$ cat config.mk
export PLATFORM = sky130hd
export DESIGN_NAME = timed_event_queue_core
export DESIGN_NICKNAME = d
export VERILOG_FILES = /design/src/rtl/teq_pkg.sv /design/src/rtl/teq_datapath.sv /design/src/rtl/teq_ctrl.sv /design/src/rtl/timed_event_queue_core.sv
export SDC_FILE = /design/constraint.sdc
export NUM_CORES = 2
export LEC_CHECK = 0
export BUFFER_PORTS_ARGS = -buffer_cell sky130_fd_sc_hd__buf_2
export CORE_MARGIN = 4
export CORE_UTILIZATION = 63
export CTS_BUF_LIST = sky130_fd_sc_hd__clkbuf_4 sky130_fd_sc_hd__clkbuf_8
export CTS_CLUSTER_SIZE = 20
export DETAILED_ROUTE_END_ITERATION = 6
export GPL_TIMING_DRIVEN = 0
export PLACE_DENSITY = 0.77
export SYNTH_ARGS = -nofsm -noshare
export SYNTH_HDL_FRONTEND = slang
export SYNTH_SLANG_ARGS = --single-unit
export TNS_END_PERCENT = 10
$ cat constraint.sdc
create_clock -name clock -period 18.7 [get_ports clock]
set_input_delay 2.805 -clock clock [delete_from_list [all_inputs] [get_ports clock]]
set_output_delay 2.805 -clock clock [all_outputs]
set_load 0.02 [all_outputs]
$ cat src/rtl/teq_pkg.sv
`timescale 1ns / 1ps
`default_nettype none
// ----------------------------------------------------------------------------
// teq_pkg
// Shared types and codes for the timed event queue.
// ----------------------------------------------------------------------------
package teq_pkg;

   localparam logic [2:0] CMD_SCHED_AT  = 3'd0;
   localparam logic [2:0] CMD_SCHED_IN  = 3'd1;
   localparam logic [2:0] CMD_CANCEL    = 3'd2;
   localparam logic [2:0] CMD_CLEAR     = 3'd3;
   localparam logic [2:0] CMD_RUN       = 3'd4;

   localparam logic [2:0] ST_OK      = 3'd0;
   localparam logic [2:0] ST_FULL    = 3'd1;
   localparam logic [2:0] ST_PAST    = 3'd2;
   localparam logic [2:0] ST_EMPTY   = 3'd3;
   localparam logic [2:0] ST_NOT_DUE = 3'd4;
   localparam logic [2:0] ST_ID_OVF  = 3'd5;

   typedef struct packed {
      logic [2:0]  command;
      logic [31:0] target_time;
      logic [31:0] delay;
      logic [15:0] event_id;
      logic [15:0] callback_tag;
      logic [31:0] elapsed;
   } req_type;

   typedef struct packed {
      logic [2:0]  status;
      logic        fired;
      logic [31:0] result_time;
      logic [15:0] result_id;
      logic [15:0] result_tag;
      logic [31:0] now;
      logic [31:0] wait_needed;
      logic [4:0]  pending;
   } rsp_type;

   typedef enum logic [2:0] {
      S_IDLE, S_SCAN1, S_ACT, S_SCAN2, S_DONE
   } state_type;

   // controller -> datapath
   typedef struct packed {
      logic load;       // capture request
      logic scan_clr;   // reset scan accumulators
      logic scan_step;  // visit one entry
      logic act;        // apply command
      logic fin;        // build response
   } ctl_type;

   // datapath -> controller
   typedef struct packed {
      logic scan_last;
   } sts_type;

endpackage
`default_nettype wire

$ cat src/rtl/teq_datapath.sv
`timescale 1ns / 1ps
`default_nettype none
// ----------------------------------------------------------------------------
// teq_datapath
// Event table, current time and the per-entry scan unit.
// ----------------------------------------------------------------------------
module teq_datapath
   import teq_pkg::*;
#(
   parameter int TABLE_DEPTH = 16
) (
   input  wire logic        clock,
   input  wire logic        reset,
   input  wire logic        csr_write_enable,
   input  wire logic [31:0] csr_write_data,
   input  wire req_type     req_payload,
   input  wire ctl_type     ctl,
   output sts_type          sts,
   output rsp_type          rsp_payload
);
   localparam int IW = (TABLE_DEPTH > 1) ? $clog2(TABLE_DEPTH) : 1;
   localparam int CW = $clog2(TABLE_DEPTH + 1);

   logic [31:0] time_mem [TABLE_DEPTH];
   logic [15:0] seq_mem  [TABLE_DEPTH];
   logic [15:0] tag_mem  [TABLE_DEPTH];
   logic [TABLE_DEPTH-1:0] valid_ff;

   logic [31:0] now_ff;
   logic [CW-1:0] count_ff;
   req_type req_ff;
   logic [31:0] tgt_ff;       // insert target time
   logic [IW-1:0] idx_ff;
   logic [31:0] rd_time_ff;
   logic [15:0] rd_seq_ff, rd_tag_ff;
   logic        rd_ok_ff;     // read data belongs to a valid entry
   logic [IW-1:0] rd_idx_ff;
   // scan accumulators
   logic        best_ok_ff;
   logic [IW-1:0] best_idx_ff;
   logic [31:0] best_time_ff;
   logic [15:0] best_seq_ff, best_tag_ff;
   logic        seen_ff;
   logic [15:0] top_ff;
   logic        slot_ok_ff;
   logic [IW-1:0] slot_ff;
   logic        match_ok_ff;
   logic [IW-1:0] match_ff;
   logic        rd_pend_ff;
   logic        rd_pend_ff_q; // registered read came from an active scan cycle
   rsp_type     rsp_ff;
   logic [2:0]  stat_ff;
   logic        fired_ff;
   logic [31:0] rt_ff;
   logic [15:0] rid_ff, rtag_ff;

   logic [32:0] sum_in;
   logic [31:0] tgt_in;
   assign sum_in = {1'b0, now_ff} + {1'b0, req_payload.delay};

   assign sts.scan_last = (idx_ff == IW'(TABLE_DEPTH - 1));

   // one registered memory read per cycle, index walks the table
   always_ff @(posedge clock) begin
      rd_time_ff <= time_mem[idx_ff];
      rd_seq_ff  <= seq_mem[idx_ff];
      rd_tag_ff  <= tag_mem[idx_ff];
      rd_idx_ff  <= idx_ff;
   end

   logic is_ins;
   assign is_ins = (req_ff.command == CMD_SCHED_AT) || (req_ff.command == CMD_SCHED_IN);
   logic better;
   assign better = !best_ok_ff || (rd_time_ff < best_time_ff) ||
                   ((rd_time_ff == best_time_ff) && (rd_seq_ff < best_seq_ff));

   logic [32:0] add_e;
   assign add_e = {1'b0, now_ff} + {1'b0, req_ff.elapsed};
   logic [31:0] adv;
   assign adv = (best_time_ff != now_ff) ? (add_e[32] ? 32'hFFFF_FFFF : add_e[31:0])
                                         : now_ff;
   logic ins_full, ins_past, ins_ovf;
   assign ins_past = tgt_ff < now_ff;
   assign ins_full = !slot_ok_ff || (count_ff >= CW'(TABLE_DEPTH));
   assign ins_ovf  = seen_ff && (top_ff == 16'hFFFF);

   always_comb tgt_in = sum_in[32] ? 32'hFFFF_FFFF : sum_in[31:0];

   always_ff @(posedge clock) begin
      if (ctl.load) begin
         req_ff <= req_payload;
         tgt_ff <= (req_payload.command == CMD_SCHED_IN) ? tgt_in
                                                         : req_payload.target_time;
      end
      // act: apply command using scan results
      if (ctl.act) begin
         stat_ff  <= ST_OK;
         fired_ff <= 1'b0;
         rt_ff    <= '0;
         rid_ff   <= '0;
         rtag_ff  <= '0;
         if (is_ins) begin
            if (ins_past) begin
               stat_ff <= ST_PAST;
            end else if (ins_full) begin
               stat_ff <= ST_FULL;
            end else if (ins_ovf) begin
               stat_ff <= ST_ID_OVF;
            end else begin
               time_mem[slot_ff] <= tgt_ff;
               seq_mem[slot_ff]  <= seen_ff ? top_ff + 16'd1 : 16'd0;
               tag_mem[slot_ff]  <= req_ff.callback_tag;
               rt_ff  <= tgt_ff;
               rid_ff <= seen_ff ? top_ff + 16'd1 : 16'd0;
            end
         end else if (req_ff.command == CMD_RUN) begin
            if (!best_ok_ff) begin
               stat_ff <= ST_EMPTY;
            end else if (adv >= best_time_ff) begin
               fired_ff <= 1'b1;
               rt_ff    <= best_time_ff;
               rid_ff   <= best_seq_ff;
               rtag_ff  <= best_tag_ff;
            end else begin
               stat_ff <= ST_NOT_DUE;
            end
         end
      end
   end

   always_ff @(posedge clock) begin
      if (reset) begin
         valid_ff   <= '0;
         now_ff     <= '0;
         count_ff   <= '0;
         idx_ff     <= '0;
         rd_pend_ff <= 1'b0;
         rd_ok_ff   <= 1'b0;
      end else begin
         if (csr_write_enable) begin
            if (count_ff == '0) now_ff <= csr_write_data;
         end
         rd_ok_ff <= valid_ff[idx_ff] && rd_pend_ff && !ctl.scan_clr;
         if (ctl.scan_clr) begin
            idx_ff     <= '0;
            rd_pend_ff <= 1'b1;
         end else if (ctl.scan_step) begin
            if (!sts.scan_last) idx_ff <= idx_ff + IW'(1);
            else rd_pend_ff <= 1'b0;
         end
         if (ctl.act) begin
            if (is_ins) begin
               if (!ins_past && !ins_full && !ins_ovf) begin
                  valid_ff[slot_ff] <= 1'b1;
                  count_ff <= count_ff + CW'(1);
               end
            end else if (req_ff.command == CMD_CANCEL) begin
               if (match_ok_ff) begin
                  valid_ff[match_ff] <= 1'b0;
                  if (count_ff != '0) count_ff <= count_ff - CW'(1);
               end
            end else if (req_ff.command == CMD_CLEAR) begin
               valid_ff <= '0;
               count_ff <= '0;
            end else if (req_ff.command == CMD_RUN) begin
               if (best_ok_ff) begin
                  if (adv >= best_time_ff) begin
                     now_ff <= best_time_ff;
                     valid_ff[best_idx_ff] <= 1'b0;
                     if (count_ff != '0) count_ff <= count_ff - CW'(1);
                  end else begin
                     now_ff <= adv;
                  end
               end
            end
         end
      end
   end

   // scan accumulators fed by the registered read
   always_ff @(posedge clock) begin
      if (ctl.scan_clr) begin
         best_ok_ff  <= 1'b0;
         seen_ff     <= 1'b0;
         top_ff      <= '0;
         slot_ok_ff  <= 1'b0;
         match_ok_ff <= 1'b0;
      end else if (ctl.scan_step) begin
         if (rd_ok_ff) begin
            if (better) begin
               best_ok_ff   <= 1'b1;
               best_idx_ff  <= rd_idx_ff;
               best_time_ff <= rd_time_ff;
               best_seq_ff  <= rd_seq_ff;
               best_tag_ff  <= rd_tag_ff;
            end
            if ((rd_time_ff == tgt_ff) && (!seen_ff || rd_seq_ff > top_ff)) begin
               seen_ff <= 1'b1;
               top_ff  <= rd_seq_ff;
            end
            if (!match_ok_ff && rd_time_ff == req_ff.target_time &&
                rd_seq_ff == req_ff.event_id) begin
               match_ok_ff <= 1'b1;
               match_ff    <= rd_idx_ff;
            end
         end else if (!slot_ok_ff && rd_pend_ff_q) begin
            slot_ok_ff <= 1'b1;
            slot_ff    <= rd_idx_ff;
         end
      end
   end

   always_ff @(posedge clock) begin
      if (reset) rd_pend_ff_q <= 1'b0;
      else rd_pend_ff_q <= rd_pend_ff && !ctl.scan_clr;
   end

   always_ff @(posedge clock) begin
      if (ctl.fin) begin
         rsp_ff.status      <= stat_ff;
         rsp_ff.fired       <= fired_ff;
         rsp_ff.result_time <= rt_ff;
         rsp_ff.result_id   <= rid_ff;
         rsp_ff.result_tag  <= rtag_ff;
         rsp_ff.now         <= now_ff;
         rsp_ff.wait_needed <= (best_ok_ff && best_time_ff > now_ff) ?
                               best_time_ff - now_ff : 32'd0;
         rsp_ff.pending     <= 5'(count_ff);
      end
   end
   assign rsp_payload = rsp_ff;

endmodule
`default_nettype wire

$ cat src/rtl/teq_ctrl.sv
`timescale 1ns / 1ps
`default_nettype none
// ----------------------------------------------------------------------------
// teq_ctrl
// Sequencer: scan, apply, rescan for the earliest entry, respond.
// ----------------------------------------------------------------------------
module teq_ctrl
   import teq_pkg::*;
(
   input  wire logic clock,
   input  wire logic reset,
   input  wire logic start,
   input  wire sts_type sts,
   output ctl_type  ctl,
   output logic     busy,
   output logic     rsp_strobe
);
   state_type state_ff, state_in;
   logic tail_ff, tail_in; // one extra step drains the read register
   logic strobe_ff;
   logic accept;

   assign busy       = (state_ff != S_IDLE) || strobe_ff;
   assign rsp_strobe = strobe_ff;
   assign accept     = start && !busy;

   always_ff @(posedge clock) begin
      if (reset) begin
         state_ff  <= S_IDLE;
         tail_ff   <= 1'b0;
         strobe_ff <= 1'b0;
      end else begin
         state_ff  <= state_in;
         tail_ff   <= tail_in;
         strobe_ff <= ctl.fin;
      end
   end

   always_comb begin
      state_in = state_ff;
      tail_in  = tail_ff;
      ctl      = '0;
      case (state_ff)
         S_IDLE: begin
            if (accept) begin
               ctl.load = 1'b1;
               state_in = S_SCAN1;
               tail_in  = 1'b0;
            end
         end
         S_SCAN1, S_SCAN2: begin
            ctl.scan_step = 1'b1;
            if (tail_ff) begin
               tail_in  = 1'b0;
               state_in = (state_ff == S_SCAN1) ? S_ACT : S_DONE;
            end else if (sts.scan_last) begin
               tail_in = 1'b1;
            end
         end
         S_ACT: begin
            ctl.act      = 1'b1;
            state_in     = S_SCAN2;
         end
         S_DONE: begin
            ctl.fin  = 1'b1;
            state_in = S_IDLE;
         end
         default: state_in = S_IDLE;
      endcase
      // clear accumulators on entry to a scan
      if ((state_ff == S_IDLE && accept) || state_ff == S_ACT) begin
         ctl.scan_clr = 1'b1;
      end
   end

endmodule
`default_nettype wire

$ cat src/rtl/timed_event_queue_core.sv
`timescale 1ns / 1ps
`default_nettype none
// ----------------------------------------------------------------------------
// timed_event_queue_core
// Table of pending timed events with schedule, cancel and run-step commands.
// ----------------------------------------------------------------------------
// A command transfers when start is high and busy is low. Each command walks
// the table twice, one entry per cycle through a registered read (find slot,
// match and earliest; then earliest again after the update). The result is
// on rsp_payload, and rsp_strobe is high for a single cycle; the receiver
// cannot stall it. csr writes load the current time, but only while the
// table is empty.
module timed_event_queue_core
   import teq_pkg::*;
#(
   parameter int TABLE_DEPTH = 16
) (
   input  wire logic        clock,
   input  wire logic        reset,
   input  wire logic        start,
   output logic             busy,
   input  wire req_type     req_payload,
   output logic             rsp_strobe,
   output rsp_type          rsp_payload,
   input  wire logic        csr_write_enable,
   input  wire logic [31:0] csr_write_data
);
   ctl_type ctl;
   sts_type sts;

   teq_ctrl u_ctrl (
      .clock(clock), .reset(reset), .start(start), .sts(sts),
      .ctl(ctl), .busy(busy), .rsp_strobe(rsp_strobe)
   );

   teq_datapath #(.TABLE_DEPTH(TABLE_DEPTH)) u_dp (
      .clock(clock), .reset(reset),
      .csr_write_enable(csr_write_enable), .csr_write_data(csr_write_data),
      .req_payload(req_payload), .ctl(ctl), .sts(sts), .rsp_payload(rsp_payload)
   );

endmodule
`default_nettype wire
Word level (Yosys, flattened, before mapping)

Memories as Yosys holds them, arrays and structs flattened. A register that Yosys moved wholly into a read port is not among the register bits.
Cells that the tools add are included.

Bits in writable memories: 1,024
Bits in registers: 501
Logic and storage cells: 240
Memories kept: 3

Memories:

| name          | words | width | read ports | clocked after memory_dff | wr ports | RTL line           | text |
|---|---|---|---|---|---|---|---|
| u_dp.time_mem | 16    | 32    | 1          | 1                        | 1        | teq_datapath.sv:24 | `logic [31:0] time_mem [TABLE_DEPTH];` |
| u_dp.seq_mem  | 16    | 16    | 1          | 1                        | 1        | teq_datapath.sv:25 | `logic [15:0] seq_mem [TABLE_DEPTH];` |
| u_dp.tag_mem  | 16    | 16    | 1          | 1                        | 1        | teq_datapath.sv:26 | `logic [15:0] tag_mem [TABLE_DEPTH];` |

Order comparisons: 14
Equality and inequality tests: 20
Reduce and logical (&&, ||, !) cells: 60
Bitwise operators: 11
Add/sub/neg operators: 7
Multiplexer cells: 84

Operators with widths:

| kind                  | number |
|---|---|
| $mux 32               | 20 |
| $mux 16               | 16 |
| $eq 32x32->1          | 3 |
| $add 32x32->33        | 2 |
| $lt 32x32->1          | 2 |
| $mux 5                | 9 |
| $and 16x16->16        | 2 |
| $ge 32x32->1          | 1 |
| $gt 32x32->1          | 1 |
| $ne 32x32->1          | 1 |
| $not 16->16           | 2 |
| $sub 32x32->32        | 1 |
| $mux 3                | 10 |
| $mux 1                | 23 |
| $lt 4x5->1 const B    | 4 |
| $logic_and 1x1->1     | 17 |
| $add 16x1->16 const B | 1 |
| $eq 16x16->1          | 1 |
| $eq 16x16->1 const B  | 1 |
| $gt 16x16->1          | 1 |
| $lt 16x16->1          | 1 |
| $or 16x16->16         | 1 |
| $demux 1 s4           | 3 |
| $eq 3x2->1 const B    | 4 |
| 30 further kinds      | 69 |

Logic depth before layout (Yosys ltp)

Depth in word-level cells: 12
Depth in mapped cells: 26
Gate-level depth less buffers: 20

Hierarchy

A second synthesis with hierarchy kept.

Cell total of the unflattened synthesis: 3,911
Area total of the unflattened synthesis: 67,170.7 µm²

By module, submodules not included:

| module       | sequential area each (µm²) | area each (µm²) | cells each | instances |
|---|---|---|---|---|
| teq_datapath | 46,084.2                   | 66,940.5        | 3,885      | 1 |
| teq_ctrl     | 100.1                      | 230.2           | 26         | 1 |

Worst setup path before layout

Ideal clock, no wire load.

Path kind: register -> register
From: reg u_ctrl.state_ff[2]
To: reg u_dp.rsp_ff (netlist bit u_dp.rsp_payload[0]), enable pin
Setup slack: 7.495 ns
Cell stages (with the launch flop): 2
Clock period less this slack: 11.205 ns
Data arrival time: 10.373 ns
Library setup time: 0.831 ns
Cell sequence: dfxtp_1 nor3b_1

RTL lines:

| item                     | RTL line           | text |
|---|---|---|
| start: declaration       | teq_ctrl.sv:18     | `state_type state_ff, state_in;` |
| start signal: assignment | teq_ctrl.sv:33     | `state_ff <= state_in;` |
| end: declaration         | teq_datapath.sv:51 | `rsp_type rsp_ff;` |

Final worst setup path

From: reg u_dp.now_ff[0]
To: reg u_dp.rt_ff[25], data pin

Longest elaborated chain between the ends: 8
Elaborated cells on any way between the ends: 11

Ends and longest elaborated chain:

| item                     | RTL line            | text |
|---|---|---|
| start: declaration       | teq_datapath.sv:29  | `logic [31:0] now_ff;` |
| start signal: assignment | teq_datapath.sv:141 | `if (count_ff == '0) now_ff <= csr_write_data;` |
| start signal: assignment | teq_datapath.sv:168 | `now_ff <= best_time_ff;` |
| start signal: assignment | teq_datapath.sv:172 | `now_ff <= adv;` |
| $add 32x32->33           | teq_datapath.sv:78  | `assign add_e = {1'b0, now_ff} + {1'b0, req_ff.elapsed};` |
| $mux 32 (2 in a row)     | teq_datapath.sv:80  | `assign adv = (best_time_ff != now_ff) ? (add_e[32] ? 32'hFFFF_FFFF : add_e[31:0])` |
| $ge 32x32->1             | teq_datapath.sv:119 | `end else if (adv >= best_time_ff) begin` |
| $mux 32                  | teq_datapath.sv:119 |  |
| $mux 32                  | teq_datapath.sv:117 | `if (!best_ok_ff) begin` |
| $mux 32                  | teq_datapath.sv:116 | `end else if (req_ff.command == CMD_RUN) begin` |
| $mux 32 *                | teq_datapath.sv:102 | `if (is_ins) begin` |
| end signal: assignment   | teq_datapath.sv:113 | `rt_ff <= tgt_ff;` |
| end signal: assignment   | teq_datapath.sv:121 | `rt_ff <= best_time_ff;` |
| end: declaration         | teq_datapath.sv:54  | `logic [31:0] rt_ff;` |

Mark *: on every way between the ends. The rest lies on a longest branch, timed or not.
A chain may end at the register's enable or synchronous reset.

==> results.toml <==
[place]
dp_cells = 5738
place_hpwl_mm = 136.7
postPlaceCellArea_um2 = 71770
post-place-ws_ns = 10.32
io_buffers = 305
place.gp.congestion = 0.9789

[clock_network]
clk_latency_ns = 0.95
postCtsHoldBufs = 0
cts_root_buffer = "clkbuf_8"
post_cts_buffers = 0
cts_tree = "done"
cts_sinks = 1589
cts_buffers = 235
cts_buffer_depth = 3
clkSlewWorstSetupHoldPaths_ns = 0.06
htreeDepth = 4
cts.repair.resized = 0

[critical_path]
cp_num_buf_inv = 3
timing.rr.start = "u_dp.now_ff[0]"
critPathKind = "reg2reg"
reg2reg_to = "u_dp.rt_ff[25]"
critPathTopFamily = "compound AO/OA/AOI/OAI gates"
crit_cells = 20
required_ns = 19.48
r2r_cells = 20
cp-end-kind = "flop"
crit_path_max_fanout = 10
crit_chain = "ha_1 -> fa_1 -> a211oi_2 -> o211ai_1 -> a221o_1 -> a211oi_2 -> o21ai_2 -> a21boi_2 -> buf_4 -> a21oi_1 -> ha_1 -> o21ai_0 -> a211oi_1 -> nor2_1 -> a21oi_1 -> o21ai_0 -> a21oi_2 -> clkbuf_1 -> clkbuf_1 -> a22o_1"
r2r_setup_slack_ns = 10.59
crit_start = "u_dp.now_ff[0]"
endpoint = "u_dp.rt_ff[25]"
worst_path_max_delay_cell = "clkbuf_1"
crit_arrival_ns = 8.89
worstSetupStartpointType = "flop"
critical_path.max_stage_delay_ns = 1.02

[synth]
yosysUniqueCellTypes = 84
syn_inst = 3961
avgSynthCellArea_um2 = 16.95
yosys_warnings = 0
async_flop_share = 0
syn_nets = 4357
synth_area_um2 = 67150
synth_edf_count = 1436
yosys_register_bits = 1589
seq_area_frac_synth = 0.6877
ys.flop_type = "edfxtp_1"

[cells_and_area]
final_area_um2 = 76990
final_cell_mix = "1,436 x edfxtp_1, 325 x mux4_2, 315 x buf_2"
area_growth_pct = 14.65
layout_commonest_cell = "edfxtp_1"
drive_gt1_frac = 0.2477
final_cells = 6187
nets = 4980

[timing]
clock_skew_ns = 0.06394
fin_setup_tns_ns = 0
fmax_mhz = 123.3
setup_violations = 0
min_period_ns = 8.109
holdWs_ns = 0.3513
grt_setup_unrepaired = "false"
post-route-period-util = 0.4336
tightest_slew_ns = 1.484
slew_violations = 0
finalHoldViolCount = 0
relSlewSlack = 0.01099
fin_ws_ns = 10.59

[routing]
vias = 40830
drtIter0Drc = 5307
wl_per_cell_um = 31.66
drc = 0
dr.pass1.iters = 6
postRouteAntennaNets = 0
finalWirelength_mm = 195.9
vias_per_cell = 6.599

[status]
outcome = "completed"

[pwr]
ir_drop_mv = 0.07846
leakagePower_nw = 26.53
powerDensity_nw_per_um2 = 97.84

[global_routing]
grt_first_pass_wirelength_mm = 279.1
antenna_found_initial = 6
grt_usage = 0.3511
first_global_vias = 40720
grt-ovfl-total = 0
grt_start_max_net_pins = 81

[flow_run]
maxCapViolations = 0

[floorplanning]
die_width_um = 334.5
die_h_um = 334.5
num_rows = 119
coreArea_um2 = 105600
num_io_pins = 306
start_util = 0.6361
die_area_um2 = 111900

[worst_hold_path]
hp-class = "reg2reg"
==> cell usage after synthesis (all sizes together), types with 7 or more instances <==
cell type / count / area share
edfxtp: 1436 / 0.64
mux4: 325 / 0.11
ha: 226 / 0.042
a21oi: 194 / 0.014
nor2: 193 / 0.011
dfxtp: 153 / 0.046
inv: 146 / 0.0082
nand2: 122 / 0.0068
clkbuf: 119 / 0.0067
xnor2: 98 / 0.013
a21o: 78 / 0.0087
o21ai: 70 / 0.0053
a211oi: 60 / 0.0069
xor2: 54 / 0.0070
nand4: 53 / 0.0049
nor3: 51 / 0.0038
a22o: 48 / 0.0063
and2: 48 / 0.0045
buf: 37 / 0.0025
o22a: 36 / 0.0047
nand3: 33 / 0.0025
nor2b: 28 / 0.0026
a31oi: 26 / 0.0024
and3: 25 / 0.0023
nand2b: 23 / 0.0021
o22ai: 23 / 0.0021
o21a: 22 / 0.0025
mux2i: 21 / 0.0031
o211ai: 18 / 0.0021
a221o: 15 / 0.0022
nor4: 15 / 0.0015
and4: 11 / 0.0014
a221oi: 10 / 0.0013
a41oi: 9 / 0.0012
or3: 9 / 0.00084
o2111ai: 8 / 0.0010
o31ai: 8 / 0.00089
or2: 8 / 0.00075
o21bai: 7 / 0.00078
o311ai: 7 / 0.0010
==> kinds of logic (layout without fill, tap and decap cells) <==
family,count (synthesis),in the layout,share of synthesized area
adder cells (fa/ha/maj),229,229,0.04300
AND/OR/NAND/NOR,649,649,0.04859
AO/OA/AOI/OAI,687,687,0.07030
XOR/XNOR,152,152,0.01982
flip-flops,1589,1589,0.6877
other,0,3,0
multiplexers,352,352,0.1131
buffers and inverters,303,1135,0.01740
==> per-layer routing <==
metal	wire length, um	up-vias	GRT usage
met5	27	-	0
met1	70970	20490	0.4656
met3	18730	472	0.05918
met2	95510	2641	0.5741
met4	10640	4	0.1739
li1	-	17220	-
==> final cells by class <==
cell class | count | area, um^2
Multi-Input combinational cell | 2069 | 19920
Tap cell | 1391 | 1740
Inverter | 147 | 561.8
Clock buffer | 335 | 4135
Buffer | 156 | 618.1
Sequential cell | 1589 | 46180
Antenna cell | 3 | 7.507
Clock inverter | 111 | 1071
Timing Repair Buffer | 386 | 2754
Fill cell | 6363 | 28570
==> sequential cells by signal, indices dropped and copies added (netlist names), 32 cells and up <==
signal / cells
u_dp.rsp_payload: 137
u_dp.tag_mem: 256
u_dp.rd_time_ff: 32
u_dp.best_time_ff: 32
u_dp.seq_mem: 256
u_dp.tgt_ff: 32
u_dp.req_ff: 99
u_dp.time_mem: 512
u_dp.rt_ff: 32
u_dp.now_ff: 32
==> through the flow <==
step / total power, mW / utilization
floorplan: 4.335 / -
global placement: 4.526 / 0.6671
detailed placement: 4.532 / 0.6799
CTS: 7.542 / 0.7292
global route: 7.769 / 0.7293
finish: 7.533 / 0.7293
==> power by group <==
part | leakage (nW) | switching, mW | total [mW] | internal [mW]
logic | 9.66 | 0.293 | 0.496 | 0.204
registers | 14.1 | 0.0779 | 3.98 | 3.90
clock network | 2.75 | 1.39 | 3.06 | 1.67
==> worst min-delay path by stage <==
stage | start | end | slack (ns) | cells after the start
final | u_dp.idx_ff[3] | u_dp.rd_idx_ff[3] | 0.35 | 0
after global routing | u_dp.idx_ff[3] | u_dp.rd_idx_ff[3] | 0.36 | 0
after CTS | u_dp.idx_ff[3] | u_dp.rd_idx_ff[3] | 0.35 | 0
after detailed placement | u_dp.idx_ff[2] | u_dp.rd_idx_ff[2] | 0.34 | 0
after global placement | u_dp.idx_ff[3] | u_dp.rd_idx_ff[3] | 0.34 | 0
after floorplan | u_dp.idx_ff[2] | u_dp.rd_idx_ff[2] | 0.33 | 0
Note: power is estimated with default switching activity, not from simulation.
